`src/rtl/fwx_pkg.sv`:
```
// Package for the frame word extractor with sequence check.
// Holds widths, reset values, register indexes and the result record types.
// No dependencies.
`default_nettype none

package fwx_pkg;

  localparam int WORD_BYTES_DEF    = 5;
  localparam int TRAILER_BYTES_DEF = 4;
  localparam int FIXED_OVERHEAD    = 14;

  localparam int WORD_W     = 40;
  localparam int SEQ_W      = 16;
  localparam int LEN_W      = 16;
  localparam int HDR_W      = 6;
  localparam int CFG_IDX_W  = 2;
  localparam int CFG_DATA_W = 40;

  localparam logic              CHECK_ENABLE_RST = 1'b1;
  localparam logic [WORD_W-1:0] IDLE_PATTERN_RST = {WORD_W{1'b1}};
  localparam logic [HDR_W-1:0]  HEADER_BYTES_RST = 6'd14;

  typedef enum logic [CFG_IDX_W-1:0] {
    REG_CHECK_ENABLE = 2'd0,
    REG_IDLE_PATTERN = 2'd1,
    REG_HEADER_BYTES = 2'd2
  } cfg_reg_t;

  typedef enum logic {
    KIND_WORD   = 1'b0,
    KIND_REPORT = 1'b1
  } result_kind_t;

  typedef struct packed {
    logic              result_kind;
    logic [WORD_W-1:0] word_data;
    logic [SEQ_W-1:0]  sequence_number;
    logic              sequence_gap;
    logic [SEQ_W-1:0]  missing_count;
    logic              last_of_run;
  } result_t;

  typedef struct packed {
    logic    word_valid;
    logic    report_valid;
    result_t word_res;
    result_t report_res;
  } push_t;

endpackage

`default_nettype wire

```
`src/rtl/fwx_if.sv`:
```
// Request channel interfaces for the frame word extractor.
// Depends on fwx_pkg for field widths.
`default_nettype none

interface fwx_in_if;
  logic                       valid;
  logic                       ready;
  logic [7:0]                 data_byte;
  logic                       start_of_frame;
  logic [fwx_pkg::LEN_W-1:0]  frame_length;

  modport source (output valid, data_byte, start_of_frame, frame_length, input ready);
  modport sink   (input valid, data_byte, start_of_frame, frame_length, output ready);
endinterface

interface fwx_out_if;
  logic                        valid;
  logic                        ready;
  logic                        result_kind;
  logic [fwx_pkg::WORD_W-1:0]  word_data;
  logic [fwx_pkg::SEQ_W-1:0]   sequence_number;
  logic                        sequence_gap;
  logic [fwx_pkg::SEQ_W-1:0]   missing_count;
  logic                        last_of_run;

  modport source (output valid, result_kind, word_data, sequence_number, sequence_gap,
                  missing_count, last_of_run, input ready);
  modport sink   (input valid, result_kind, word_data, sequence_number, sequence_gap,
                  missing_count, last_of_run, output ready);
endinterface

`default_nettype wire

```
`src/rtl/fwx_core.sv`:
```
// Frame parser: config registers, byte position, word packing and sequence check.
// Produces up to two results per accepted byte. Depends on fwx_pkg.
`default_nettype none

module fwx_core #(
  parameter int WORD_BYTES    = fwx_pkg::WORD_BYTES_DEF,
  parameter int TRAILER_BYTES = fwx_pkg::TRAILER_BYTES_DEF
) (
  input  wire logic                            clk,
  input  wire logic                            rst_n,
  input  wire logic                            cfg_we,
  input  wire logic [fwx_pkg::CFG_IDX_W-1:0]   cfg_index,
  input  wire logic [fwx_pkg::CFG_DATA_W-1:0]  cfg_wdata,
  input  wire logic                            accept,
  input  wire logic [7:0]                      data_byte,
  input  wire logic                            start_of_frame,
  input  wire logic [fwx_pkg::LEN_W-1:0]       frame_length,
  output fwx_pkg::push_t                       push
);
  import fwx_pkg::*;

  localparam int WW     = WORD_BYTES * 8;
  localparam int FILL_W = $clog2(WORD_BYTES + 1);
  localparam int OVH    = FIXED_OVERHEAD + TRAILER_BYTES;

  logic              check_en_r;
  logic [WORD_W-1:0] idle_r;
  logic [HDR_W-1:0]  hdr_r;

  logic [LEN_W-1:0]  pos_r, pos_nxt;
  logic [WW-1:0]     shift_r, shift_nxt;
  logic [FILL_W-1:0] fill_r, fill_nxt;
  logic              active_r, active_nxt;
  logic [7:0]        hi_r, hi_nxt;
  logic [SEQ_W-1:0]  prev_r, prev_nxt;
  logic              prev_v_r, prev_v_nxt;

  logic [LEN_W-1:0]  pos;
  logic              act0, start, act1, done, last, second_last, gap;
  logic [FILL_W-1:0] fill0, fill1, fill2;
  logic [WW-1:0]     shift0, shift1, shift2, idle_cmp;
  logic [WW+7:0]     cat;
  logic [63:0]       word_ext, idle_ext;
  logic [7:0]        hi0;
  logic [17:0]       lhs, rhs;
  logic [SEQ_W-1:0]  seq, miss;

  always_ff @(posedge clk) begin
    if (!rst_n) begin
      check_en_r <= CHECK_ENABLE_RST;
      idle_r     <= IDLE_PATTERN_RST;
      hdr_r      <= HEADER_BYTES_RST;
    end else if (cfg_we) begin
      case (cfg_index)
        REG_CHECK_ENABLE: check_en_r <= cfg_wdata[0];
        REG_IDLE_PATTERN: idle_r     <= cfg_wdata[WORD_W-1:0];
        REG_HEADER_BYTES: hdr_r      <= cfg_wdata[HDR_W-1:0];
        default: ;
      endcase
    end
  end

  always_comb begin
    pos    = start_of_frame ? '0 : pos_r;
    act0   = start_of_frame ? 1'b0 : active_r;
    fill0  = start_of_frame ? '0 : fill_r;
    shift0 = start_of_frame ? '0 : shift_r;
    hi0    = start_of_frame ? '0 : hi_r;

    lhs   = 18'(pos) + 18'(OVH);
    rhs   = 18'(hdr_r) + 18'(frame_length);
    start = !act0 && (pos >= LEN_W'(hdr_r)) && (lhs < rhs) && (pos < frame_length);

    act1   = act0 | start;
    fill1  = start ? '0 : fill0;
    shift1 = start ? '0 : shift0;

    cat      = {shift1, data_byte};
    shift2   = act1 ? cat[WW-1:0] : shift1;
    fill2    = act1 ? fill1 + FILL_W'(1) : fill1;
    done     = act1 && (fill2 >= FILL_W'(WORD_BYTES));
    idle_ext = 64'(idle_r);
    idle_cmp = idle_ext[WW-1:0];
    word_ext = 64'(shift2);

    last        = (17'(pos) + 17'd1) == 17'(frame_length);
    second_last = (17'(pos) + 17'd2) == 17'(frame_length);
    hi_nxt      = second_last ? data_byte : hi0;

    seq  = {hi_nxt, data_byte};
    gap  = check_en_r && prev_v_r && (seq != prev_r + SEQ_W'(1));
    miss = gap ? seq - prev_r - SEQ_W'(1) : '0;

    shift_nxt  = shift2;
    active_nxt = act1 && !done && !last;
    fill_nxt   = (done || last) ? '0 : fill2;
    prev_nxt   = last ? seq : prev_r;
    prev_v_nxt = prev_v_r | last;
    pos_nxt    = (pos != {LEN_W{1'b1}}) ? pos + LEN_W'(1) : pos;

    push.report_valid               = last;
    push.word_valid                 = done && (shift2 != idle_cmp);
    push.word_res.result_kind       = KIND_WORD;
    push.word_res.word_data         = word_ext[WORD_W-1:0];
    push.word_res.sequence_number   = '0;
    push.word_res.sequence_gap      = 1'b0;
    push.word_res.missing_count     = '0;
    push.word_res.last_of_run       = !last;
    push.report_res.result_kind     = KIND_REPORT;
    push.report_res.word_data       = '0;
    push.report_res.sequence_number = seq;
    push.report_res.sequence_gap    = gap;
    push.report_res.missing_count   = miss;
    push.report_res.last_of_run     = 1'b1;
  end

  always_ff @(posedge clk) begin
    if (!rst_n) begin
      pos_r    <= '0;
      fill_r   <= '0;
      active_r <= 1'b0;
      hi_r     <= '0;
      prev_r   <= '0;
      prev_v_r <= 1'b0;
    end else if (accept) begin
      pos_r    <= pos_nxt;
      fill_r   <= fill_nxt;
      active_r <= active_nxt;
      hi_r     <= hi_nxt;
      prev_r   <= prev_nxt;
      prev_v_r <= prev_v_nxt;
    end
  end

  always_ff @(posedge clk) begin
    if (accept) begin
      shift_r <= shift_nxt;
    end
  end

endmodule

`default_nettype wire

```
`src/rtl/fwx_outq.sv`:
```
// Result queue: four registered entries, takes up to two results a cycle, gives one.
// Depends on fwx_pkg.
`default_nettype none

module fwx_outq (
  input  wire logic           clk,
  input  wire logic           rst_n,
  input  wire logic           accept,
  input  wire fwx_pkg::push_t push,
  output logic                room,
  output logic                head_valid,
  output fwx_pkg::result_t    head,
  input  wire logic           pop
);
  import fwx_pkg::*;

  localparam int DEPTH = 4;
  localparam int PTR_W = $clog2(DEPTH);
  localparam int CNT_W = $clog2(DEPTH + 1);

  result_t          mem_r [DEPTH];
  logic [PTR_W-1:0] wptr_r, wptr_nxt, rptr_r, rptr_nxt;
  logic [CNT_W-1:0] count_r, count_nxt;
  logic             do_pop;
  logic [1:0]       n_push;

  assign room       = count_r <= CNT_W'(DEPTH - 2);
  assign head_valid = count_r != '0;
  assign head       = mem_r[rptr_r];
  assign do_pop     = pop && head_valid;

  always_comb begin
    n_push    = accept ? 2'(push.word_valid) + 2'(push.report_valid) : 2'd0;
    wptr_nxt  = wptr_r + PTR_W'(n_push);
    rptr_nxt  = do_pop ? rptr_r + PTR_W'(1) : rptr_r;
    count_nxt = count_r + CNT_W'(n_push) - CNT_W'(do_pop);
  end

  always_ff @(posedge clk) begin
    if (!rst_n) begin
      wptr_r  <= '0;
      rptr_r  <= '0;
      count_r <= '0;
    end else begin
      wptr_r  <= wptr_nxt;
      rptr_r  <= rptr_nxt;
      count_r <= count_nxt;
    end
  end

  always_ff @(posedge clk) begin
    if (accept) begin
      if (push.word_valid) begin
        mem_r[wptr_r] <= push.word_res;
        if (push.report_valid) begin
          mem_r[wptr_r + PTR_W'(1)] <= push.report_res;
        end
      end else if (push.report_valid) begin
        mem_r[wptr_r] <= push.report_res;
      end
    end
  end

endmodule

`default_nettype wire

```
`src/rtl/frame_word_extract_seq_check.sv`:
```
// Top level of the frame word extractor with sequence continuity check.
// Instantiates fwx_core and fwx_outq; depends on fwx_pkg and fwx_if.
//
//   channel   dir  handshake      payload
//   in_chan   in   valid/ready    data_byte, start_of_frame, frame_length
//   out_chan  out  valid/ready    result_kind, word_data, sequence_number,
//                                 sequence_gap, missing_count, last_of_run
//   cfg_*     in   cfg_we only    cfg_index, cfg_wdata
//
// One byte per cycle; each byte is parsed in the cycle it is taken and its
// results land in a four-entry result queue, registered there before they reach
// out_chan. A frame's last byte may give two results, draining one per cycle
// while out_chan.ready is high. in_chan.ready drops while the queue holds more
// than two results. Reset is synchronous; no clearing pass.
`default_nettype none

module frame_word_extract_seq_check #(
  parameter int WORD_BYTES    = fwx_pkg::WORD_BYTES_DEF,
  parameter int TRAILER_BYTES = fwx_pkg::TRAILER_BYTES_DEF
) (
  input  wire logic                            clk,
  input  wire logic                            rst_n,
  fwx_in_if.sink                               in_chan,
  fwx_out_if.source                            out_chan,
  input  wire logic                            cfg_we,
  input  wire logic [fwx_pkg::CFG_IDX_W-1:0]   cfg_index,
  input  wire logic [fwx_pkg::CFG_DATA_W-1:0]  cfg_wdata
);
  import fwx_pkg::*;

  push_t   push;
  result_t head;
  logic    room, head_valid, accept;

  assign in_chan.ready = room;
  assign accept        = in_chan.valid && room;

  fwx_core #(
    .WORD_BYTES    (WORD_BYTES),
    .TRAILER_BYTES (TRAILER_BYTES)
  ) u_core (
    .clk            (clk),
    .rst_n          (rst_n),
    .cfg_we         (cfg_we),
    .cfg_index      (cfg_index),
    .cfg_wdata      (cfg_wdata),
    .accept         (accept),
    .data_byte      (in_chan.data_byte),
    .start_of_frame (in_chan.start_of_frame),
    .frame_length   (in_chan.frame_length),
    .push           (push)
  );

  fwx_outq u_outq (
    .clk        (clk),
    .rst_n      (rst_n),
    .accept     (accept),
    .push       (push),
    .room       (room),
    .head_valid (head_valid),
    .head       (head),
    .pop        (out_chan.ready)
  );

  assign out_chan.valid           = head_valid;
  assign out_chan.result_kind     = head.result_kind;
  assign out_chan.word_data       = head.word_data;
  assign out_chan.sequence_number = head.sequence_number;
  assign out_chan.sequence_gap    = head.sequence_gap;
  assign out_chan.missing_count   = head.missing_count;
  assign out_chan.last_of_run     = head.last_of_run;

endmodule

`default_nettype wire

```
`src/flat_wrapper.sv`:
```
// flat-port wrapper written by rule: the top's interface ports become plain ports
module frame_word_extract_seq_check_flat import fwx_pkg::*;
#(
  parameter int WORD_BYTES    = fwx_pkg::WORD_BYTES_DEF,
  parameter int TRAILER_BYTES = fwx_pkg::TRAILER_BYTES_DEF
)
  (clk, rst_n, cfg_we, cfg_index, cfg_wdata, in_chan_valid, in_chan_data_byte, in_chan_start_of_frame, in_chan_frame_length, in_chan_ready, out_chan_valid, out_chan_result_kind, out_chan_word_data, out_chan_sequence_number, out_chan_sequence_gap, out_chan_missing_count, out_chan_last_of_run, out_chan_ready);
  fwx_in_if in_chan_i ();
  fwx_out_if out_chan_i ();
  input  wire logic clk;
  input  wire logic rst_n;
  input  wire logic cfg_we;
  input  wire logic [fwx_pkg::CFG_IDX_W-1:0] cfg_index;
  input  wire logic [fwx_pkg::CFG_DATA_W-1:0] cfg_wdata;
  input wire logic [$bits(in_chan_i.valid)-1:0] in_chan_valid;
  input wire logic [$bits(in_chan_i.data_byte)-1:0] in_chan_data_byte;
  input wire logic [$bits(in_chan_i.start_of_frame)-1:0] in_chan_start_of_frame;
  input wire logic [$bits(in_chan_i.frame_length)-1:0] in_chan_frame_length;
  output wire logic [$bits(in_chan_i.ready)-1:0] in_chan_ready;
  output wire logic [$bits(out_chan_i.valid)-1:0] out_chan_valid;
  output wire logic [$bits(out_chan_i.result_kind)-1:0] out_chan_result_kind;
  output wire logic [$bits(out_chan_i.word_data)-1:0] out_chan_word_data;
  output wire logic [$bits(out_chan_i.sequence_number)-1:0] out_chan_sequence_number;
  output wire logic [$bits(out_chan_i.sequence_gap)-1:0] out_chan_sequence_gap;
  output wire logic [$bits(out_chan_i.missing_count)-1:0] out_chan_missing_count;
  output wire logic [$bits(out_chan_i.last_of_run)-1:0] out_chan_last_of_run;
  input wire logic [$bits(out_chan_i.ready)-1:0] out_chan_ready;
  assign in_chan_i.valid = in_chan_valid;
  assign in_chan_i.data_byte = in_chan_data_byte;
  assign in_chan_i.start_of_frame = in_chan_start_of_frame;
  assign in_chan_i.frame_length = in_chan_frame_length;
  assign in_chan_ready = in_chan_i.ready;
  assign out_chan_valid = out_chan_i.valid;
  assign out_chan_result_kind = out_chan_i.result_kind;
  assign out_chan_word_data = out_chan_i.word_data;
  assign out_chan_sequence_number = out_chan_i.sequence_number;
  assign out_chan_sequence_gap = out_chan_i.sequence_gap;
  assign out_chan_missing_count = out_chan_i.missing_count;
  assign out_chan_last_of_run = out_chan_i.last_of_run;
  assign out_chan_i.ready = out_chan_ready;
  frame_word_extract_seq_check #(.WORD_BYTES(WORD_BYTES), .TRAILER_BYTES(TRAILER_BYTES)) u_core (.clk(clk), .rst_n(rst_n), .in_chan(in_chan_i), .out_chan(out_chan_i), .cfg_we(cfg_we), .cfg_index(cfg_index), .cfg_wdata(cfg_wdata));
endmodule
```
`config.mk`:
```
export PLATFORM = sky130hd
export DESIGN_NAME = frame_word_extract_seq_check_flat
export DESIGN_NICKNAME = d
export VERILOG_FILES = /design/src/rtl/fwx_pkg.sv /design/src/rtl/fwx_if.sv /design/src/rtl/fwx_core.sv /design/src/rtl/fwx_outq.sv /design/src/rtl/frame_word_extract_seq_check.sv /design/src/flat_wrapper.sv
export SDC_FILE = /design/constraint.sdc
export NUM_CORES = 1
export LEC_CHECK = 0
export ABC_AREA = 1
export BUFFER_PORTS_ARGS = -buffer_cell sky130_fd_sc_hd__buf_2
export CAP_MARGIN = 5
export CORE_UTILIZATION = 45
export CTS_BUF_LIST = sky130_fd_sc_hd__clkbuf_2 sky130_fd_sc_hd__clkbuf_4 sky130_fd_sc_hd__clkbuf_8
export CTS_CLUSTER_SIZE = 10
export DETAILED_ROUTE_END_ITERATION = 16
export PLACE_DENSITY = 0.68
export SETUP_SLACK_MARGIN = 0.2
export SLEW_MARGIN = 10
export SYNTH_ARGS = -nofsm -noshare
export SYNTH_HDL_FRONTEND = slang
export SYNTH_HIERARCHICAL = 1
export SYNTH_SLANG_ARGS = --single-unit
```
`constraint.sdc`:
```
create_clock -name clk -period 12.95 [get_ports clk]
set_clock_uncertainty 0.2 [all_clocks]
set_input_delay 2.59 -clock clk [delete_from_list [all_inputs] [get_ports clk]]
set_output_delay 2.59 -clock clk [all_outputs]
set_load 0.03 [all_outputs]
```
==> results of run 1 <==
Yosys cell counts (3+ instances only):
library cell,instances
nand2_1,865
o21ai_0,472
edfxtp_1,340
inv_1,334
nor2_1,331
nand3_1,143
dfxtp_1,101
buf_4,100
o21ai_1,95
clkbuf_1,94
o22ai_1,79
a21oi_1,69
ha_1,69
xor2_1,63
buf_2,38
o21ai_2,29
xnor2_1,27
nand4_1,24
o211ai_1,24
buf_6,22
nand2_2,16
nor3_1,16
nor2_2,12
inv_2,9
nand3b_1,8
buf_1,6
nand3_2,6
clkinv_1,4
nor4_1,4
or2_2,4
fa_1,3
o21a_1,3
worst max path at each step:
stage	start	to	cells after the start
3_3_place_gp	in_chan_start_of_frame	u_core/u_outq/mem_r[0][65]	31
6_report	in_chan_start_of_frame	u_core/u_outq/mem_r[3][42]	35
5_1_grt	in_chan_start_of_frame	u_core/u_outq/mem_r[3][42]	37
4_1_cts	in_chan_start_of_frame	u_core/u_outq/mem_r[0][42]	31
2_1_floorplan	in_chan_frame_length[2]	u_core/u_outq/mem_r[3][0]	38
3_5_place_dp	in_chan_start_of_frame	u_core/u_outq/mem_r[0][65]	31
power breakdown:
group,leakage (nW),internal [mW],total [mW],switching (mW)
combinational,7.79,0.357,1.29,0.928
clock,0.866,0.770,1.35,0.584
sequential,3.96,1.64,1.68,0.0380
total,12.6,2.77,4.32,1.55
state kept, by name, indices dropped and copies added, names as in the netlist, named ones only:
register                  count
u_core/u_outq/rptr_r          2
u_core/u_core/fill_r          3
u_core/u_outq/wptr_r          2
u_core/u_core/hdr_r           6
u_core/u_core/active_r        1
u_core/u_core/pos_r          16
u_core/u_core/shift_r        40
u_core/u_core/prev_v_r        1
u_core/u_outq/mem_r         300
u_core/u_core/prev_r         16
u_core/u_core/check_en_r      1
u_core/u_core/hi_r            8
u_core/u_core/idle_cmp       40
u_core/u_outq/count_r         3
area by class of cell:
class                   instances  area (µm²)
diodes                          1        2.50
clock buffers                 119        1440
clock inverters                21         205
fillers                      5682       29800
inverters                     347        1310
multi-input cells            2456       12100
flip-flops and latches        441       12200
well taps                     773         967
repair buffers                170         906
cell families (layout without fill, tap and decap cells):
family	Yosys count	in the layout	share of synthesized area (%)
buffers and inverters	608	657	10.7
AND/OR/NAND/NOR	1437	1437	21.8
AO/OA/AOI/OAI	781	781	15.7
other	2	77	0.0279
flip-flops	441	441	45.5
XOR/XNOR	90	90	2.93
adder cells (fa/ha/maj)	72	72	3.43
routing by layer:
layer  global-route usage [%]  up-vias
li1                         -    11400
met1                     32.8    10300
met2                     37.0      841
met3                     4.07      122
met4                     9.11        4
met5                        0        -
critical path: cells and delay by family:
kind / cells / cell delay (ns)
AND/OR/NAND/NOR: 22 / 3.92
buffers and inverters: 8 / 2.59
AO/OA/AOI/OAI: 2 / 0.58
adder cells (fa/ha/maj): 2 / 0.48
XOR/XNOR: 1 / 0.17
==> metrics, run 1 <==
fin crit share 79.7%; root buf cell clkbuf_8; Worst EP required 13.07 ns; final setup TNS 0 ns; RSZ-0062 raised after global routing no; PD cells 148 nW/µm²; status completed; min-delay src u_core/u_core/prev_v_r; setup bufs post-CTS 0; worst-margin pin slew 1.01 ns; Final Hold Viols 0; standard-cell rows 89; most frequent cells in the layout nand2_1 (861), o21ai_0 (472), edfxtp_1 (340); commonest non-fill, non-tap cell in the layout nand2_1; Min-Delay Path Depth 1; final instance area 29200 µm²; Via-to-Cell Ratio 5.24; highest clock rate 96.8 MHz; highest routed layer met5; post-cts resize count 0; placed cells 4187; clock latency on the worst-skew pair 0.66 ns; Die Area 60800 µm²; number of global-route vias before repair 21.0k; Sink Count 441; Final nets 3637; critical-path maximum fanout 65; CP Launch Type input port; DR pass1 iterations 6; die width 247 µm; synth warn 6; Synth cell types 47; final core occ 49.5%; Worst Hold Endpoint u_core/u_core/prev_v_r; CP most frequent cell nand2_1; Final WS setup 2.62 ns; initial core utilization 45.6%; Top FF cell, synth edfxtp_1; CORE AREA 59000 µm²; initial drt markers 2000; overall power 4.32 mW; Slew Limit Fails 0; Reg-to-Reg Start u_core/u_core/hdr_r[2]; clk buf depth 3; area grow syn2layout 8.52%; first-pass GRT wire length 113 mm; number of synthesized register bits 441; Die Y 247 µm; synthesized instance count 3431; MaxCap Viol Count 0; worst r2r path cells 38; EDFF count, synth 340; WHS 0.270 ns; Yosys top cell by area edfxtp_1; vias 22.7k; layout cells sized above 1 11.1%; Setup violations, final 0; Synth area leaders edfxtp_1 (38%), nand2_1 (12%), o21ai_0 (8.8%), dfxtp_1 (7.5%), inv_1 (4.7%); Detailed Route WL 72.1 mm; DRT met1 WL 32.4 mm; Hold-fix buffers, CTS 0; critical path arrival 10.44 ns; Slew HR 32.9%; hpwl dp 46.6 mm; Final Non-Filler Cells 4328; Clock transition at path regs 0.06 ns; CP max stage cell nand2_4; DRC Markers 0; Post-Syn Area 26900 µm²; CTS H-tree depth 3; post-synthesis sequential area ratio 45.5%; min-delay worst type flip-flop to flip-flop; CTS tree done; largest net degree at the start of global routing 91; I/O Buffers 148; Worst Setup End Kind flip-flop; met2 wire length 31.9 mm; Synth Area per Inst 7.84 µm²; GPL Wtd Cong 0.975; max incr delay on CP 0.72 ns; I/O pins 149; CTS buffer count 77; met3 WL post-DR 5.77 mm; post-place instance area 27600 µm²; ys async rst share 0%; IR drop worst, VDD 0.0000743 V; Tot GR Track Use 23.7%; post-route ant nets 0; pre-CTS setup slack 2.03 ns; GRT overflow 0; routed length per placed instance 16.7 µm; clock period minus worst slack 10.33 ns; worst reg2reg setup slack 4.78 ns; critical path class input port to flip-flop; Leakage 12.6 nW; initial antenna violation count 6; area share of the largest cell type after synthesis 37.9%; R2R Path End u_core/u_outq/mem_r[3][42]
(Power assumes the default switching activity.)
==> run 2, diff against run 1 <==
--- a/config.mk
+++ b/config.mk
@@ -12,7 +12,7 @@
 export CTS_BUF_LIST = sky130_fd_sc_hd__clkbuf_2 sky130_fd_sc_hd__clkbuf_4 sky130_fd_sc_hd__clkbuf_8
 export CTS_CLUSTER_SIZE = 10
 export DETAILED_ROUTE_END_ITERATION = 16
-export PLACE_DENSITY = 0.68
+export PLACE_DENSITY = 0.7
 export SETUP_SLACK_MARGIN = 0.2
 export SLEW_MARGIN = 10
 export SYNTH_ARGS = -nofsm -noshare
==> constraint.sdc (replaced) <==
create_clock -name clk -period 9.4 [get_ports clk]
set_clock_uncertainty 0.2 [all_clocks]
set_input_delay 1.88 -clock clk [delete_from_list [all_inputs] [get_ports clk]]
set_output_delay 1.88 -clock clk [all_outputs]
set_load 0.03 [all_outputs]
==> metrics, run 2 (synthesis results as in run 1) <==
Multi-input gate area 12100 µm²; initial core utilization 45.6%; Hold-fix buffers, CTS 0; first-pass GRT wire length 113 mm; GPL Wtd Cong 0.950; Crit path max-delay family simple AND/OR/NAND/NOR gates; Slew Limit Fails 0; I/O pins 149; Die Y 247 µm; overall power 5.87 mW; I/O Buffers 148; status completed; CORE AREA 59000 µm²; DRC Markers 0; max incr delay on CP 0.50 ns; min-delay worst type flip-flop to flip-flop; area grow syn2layout 8.77%; CTS buffer count 74; Leakage 12.6 nW; largest net degree at the start of global routing 151; CP Launch Type input port; routed length per placed instance 16.7 µm; worst-margin pin slew 1.19 ns; CP max stage cell nand2_4; critical path arrival 8.10 ns; critical path class input port to flip-flop; Worst Setup End Kind flip-flop; number of fill cells 5741; Crit path depth 35; Final nets 3638; Die Area 60800 µm²; Min-Delay Path Depth 1; post-route ant nets 0; Detailed Route WL 72.2 mm; Seq. cell area 12200 µm²; most frequent cells in the layout nand2_1 (861), o21ai_0 (472), edfxtp_1 (340); Top reg by flops u_core/u_outq/mem_r; PD cells 201 nW/µm²; Worst EP required 9.51 ns; layout cells sized above 1 10.8%; Clock transition at path regs 0.06 ns; clk buf depth 3; CTS H-tree depth 3; initial drt markers 1819; CTS tree done; Sink Count 441; GRT overflow 0; CP most frequent cell nand2_1; Via-to-Cell Ratio 5.24; Worst Path Buf+Inv 4; number of global-route vias before repair 20.9k; post-cts resize count 0; highest clock rate 125 MHz; Final Hold Viols 0; final setup TNS 0 ns; Tot GR Track Use 23.7%; setup bufs post-CTS 0; Slew HR 20.7%; max reg flops 300; fin crit share 85.0%; Setup violations, final 0; standard-cell rows 89; worst r2r path cells 34; die width 247 µm; RSZ-0062 raised after global routing no; clock latency on the worst-skew pair 0.68 ns; IR drop worst, VDD 0.000152 V; initial antenna violation count 4; root buf cell clkbuf_8; hpwl dp 46.9 mm; vias 22.7k; commonest non-fill, non-tap cell in the layout nand2_1; DR pass1 iterations 6; MaxCap Viol Count 0; clock period minus worst slack 7.99 ns; critical-path maximum fanout 44
==> run 2: cell types whose count changed in the layout (fill, tap and decap cells not counted), sizes merged <==
cell / delta
clkinv: +7
clkinvlp: +3
buf: +4
clkbuf: -16
bufinv: +1
inv: -1
==> run 2: final timing paths <==
check	startpoint	end	slack, ns
worst min-delay path	u_core/u_core/prev_v_r	u_core/u_core/prev_v_r	0.27
worst max register to register	u_core/u_core/hdr_r[2]	u_core/u_outq/mem_r[1][33]	2.44
worst max-delay path	in_chan_frame_length[2]	u_core/u_outq/mem_r[1][33]	1.41
worst min register to register	u_core/u_core/prev_v_r	u_core/u_core/prev_v_r	0.27
==> run 2: through the flow <==
step                cells  instance area [µm²]  utilization, %  setup WS, ns  hold slack [ns]
detailed placement   4191                27700            47.0         0.742            0.259
finish               4326                29300            49.6          1.41            0.269
global route         4326                29300            49.6         0.740            0.292
CTS                  4325                29300            49.6          1.42            0.271
floorplan            3505                27200               -         0.760            0.240
global placement     4191                27700            47.0         0.838            0.246
==> run 2: layout make-up <==
type / count / share of cell area, %
clock inverters: 31 / 0.906
flip-flops and latches: 441 / 41.8
multi-input cells: 2456 / 41.5
well taps: 773 / 3.30
repair buffers: 174 / 3.67
clock buffers: 103 / 4.35
diodes: 1 / 0.00855
inverters: 347 / 4.47
==> run 2: power by group <==
part           internal [mW]  total, mW  switching [mW]
clock                  0.991       1.79           0.802
sequential              2.26       2.34          0.0846
combinational          0.492       1.73            1.24
total                   3.74       5.87            2.13
==> run 2: per-layer routing <==
metal  part of all wire (%)  global-route usage, %  vias to the layer above
met2                     45                   37.5                      766
met5                  0.055                      0                        -
met1                     45                   32.8                    10400
met3                    7.0                   3.67                      114
li1                       -                      -                    11400
met4                    2.5                   8.57                        6
==> run 2: worst register-to-register path, delay by kind of cell (launching register included) <==
family | cells | cell delay [ns]
XOR/XNOR | 1 | 0.11
AO/OA/AOI/OAI | 4 | 0.69
AND/OR/NAND/NOR | 23 | 3.65
flip-flops | 1 | 0.31
adder cells (fa/ha/maj) | 3 | 0.83
buffers and inverters | 3 | 0.81
==> run 3, diff against run 2 <==
--- a/config.mk
+++ b/config.mk
@@ -9,7 +9,6 @@
 export BUFFER_PORTS_ARGS = -buffer_cell sky130_fd_sc_hd__buf_2
 export CAP_MARGIN = 5
 export CORE_UTILIZATION = 45
-export CTS_BUF_LIST = sky130_fd_sc_hd__clkbuf_2 sky130_fd_sc_hd__clkbuf_4 sky130_fd_sc_hd__clkbuf_8
 export CTS_CLUSTER_SIZE = 10
 export DETAILED_ROUTE_END_ITERATION = 16
 export PLACE_DENSITY = 0.7
==> metrics, run 3 (synthesis results as in run 1) <==
status completed; highest clock rate 125 MHz; clk buf depth 3; most frequent cells in the layout nand2_1 (861), o21ai_0 (472), edfxtp_1 (340); Detailed Route WL 72.0 mm; CTS tree done; min-delay src u_core/u_core/prev_v_r; # diodes 0; Sink Count 441; worst setup path start in_chan_frame_length[2]; initial drt markers 2064; fin crit share 85.4%; layout cells sized above 1 9.16%; MaxCap Viol Count 0; standard-cell rows 89; max incr delay on CP 0.50 ns; min-delay worst type flip-flop to flip-flop; largest net degree at the start of global routing 151; final setup TNS 0 ns; RSZ-0062 raised after global routing no; CTS H-tree depth 2; DR pass1 iterations 7; CP max stage cell nand2_4; max reg flops 300; Worst EP required 9.48 ns; initial core utilization 45.6%; number of global-route vias before repair 20.9k; critical path arrival 8.10 ns; clock period minus worst slack 8.02 ns; post-cts resize count 0; Clock transition at path regs 0.05 ns; Top reg by flops u_core/u_outq/mem_r; setup bufs post-CTS 0; post-route ant nets 0; initial antenna violation count 4; Slew HR 18.9%; Worst Setup End Kind flip-flop; Die Area 60800 µm²; Final nets 3615; GPL Wtd Cong 0.950; worst r2r path cells 34; Reg-to-Reg Start u_core/u_core/hdr_r[2]; IR drop worst, VDD 0.000154 V; I/O pins 149; CP Launch Type input port; CP most frequent cell nand2_1; routed length per placed instance 16.8 µm; vias 22.6k; Slew Limit Fails 0; I/O Buffers 148; Via-to-Cell Ratio 5.29; Leakage 12.5 nW; critical-path maximum fanout 44; area grow syn2layout 8.60%; first-pass GRT wire length 113 mm; Critical Path Sink u_core/u_outq/mem_r[3][34]; worst reg2reg setup slack 2.47 ns; PD cells 202 nW/µm²; hpwl dp 46.9 mm; Tot GR Track Use 23.6%; Setup violations, final 0; clock latency on the worst-skew pair 0.60 ns; worst-margin pin slew 1.22 ns; root buf cell clkbuf_16; Final Hold Viols 0; critical path class input port to flip-flop; CTS buffer count 51; Crit path max-delay family simple AND/OR/NAND/NOR gates; GRT overflow 0; final core occ 49.5%; Worst Path Buf+Inv 4; Crit path depth 35; Die Y 247 µm; DRC Markers 0; R2R Path End u_core/u_outq/mem_r[3][34]; die width 247 µm; commonest non-fill, non-tap cell in the layout nand2_1; Hold-fix buffers, CTS 0; CORE AREA 59000 µm²
run 3: metal layers:
metal  wire, µm  global-route usage, %  up-vias
li1           -                      -    11300
met1      32600                   33.1    10300
met2      32300                   37.4      803
met3       5080                   3.34      127
met4       1990                   7.75        6
met5         33                      0        -
run 3: where the power goes:
part           total [mW]  internal (mW)  switching, mW
Combinational        1.74          0.492           1.24
Sequential           2.34           2.26         0.0840
Clock                1.83           1.06          0.765
run 3: final cells by class:
| cell class | instances | area (µm²) |
|---|---|---|
| clock buffers | 82 | 1440 |
| clock inverters | 4 | 61.3 |
| fillers | 5712 | 29800 |
| inverters | 347 | 1310 |
| multi-input cells | 2456 | 12100 |
| flip-flops and latches | 441 | 12200 |
| well taps | 773 | 967 |
| repair buffers | 174 | 1070 |
run 3: per-stage QoR:
stage          power (mW)  hold WS [ns]  cells  cell area [µm²]  worst slack (ns)
3_3_place_gp         4.08         0.246   4191            27700             0.838
4_1_cts              5.94         0.271   4277            29200              1.35
5_1_grt              6.23         0.289   4277            29200             0.682
2_1_floorplan        3.61         0.240   3505            27200             0.760
6_report             5.91         0.270   4277            29200              1.38
3_5_place_dp         4.11         0.259   4191            27700             0.742
run 3: worst min path at each step:
stage	end	slack (ns)	cells past startpoint
floorplan	u_core/u_core/prev_v_r	0.24	1
global placement	u_core/u_core/prev_v_r	0.25	1
detailed placement	u_core/u_core/prev_v_r	0.26	1
CTS	u_core/u_core/fill_r[1]	0.27	2
global route	u_core/u_core/prev_v_r	0.29	1
finish	u_core/u_core/prev_v_r	0.27	1
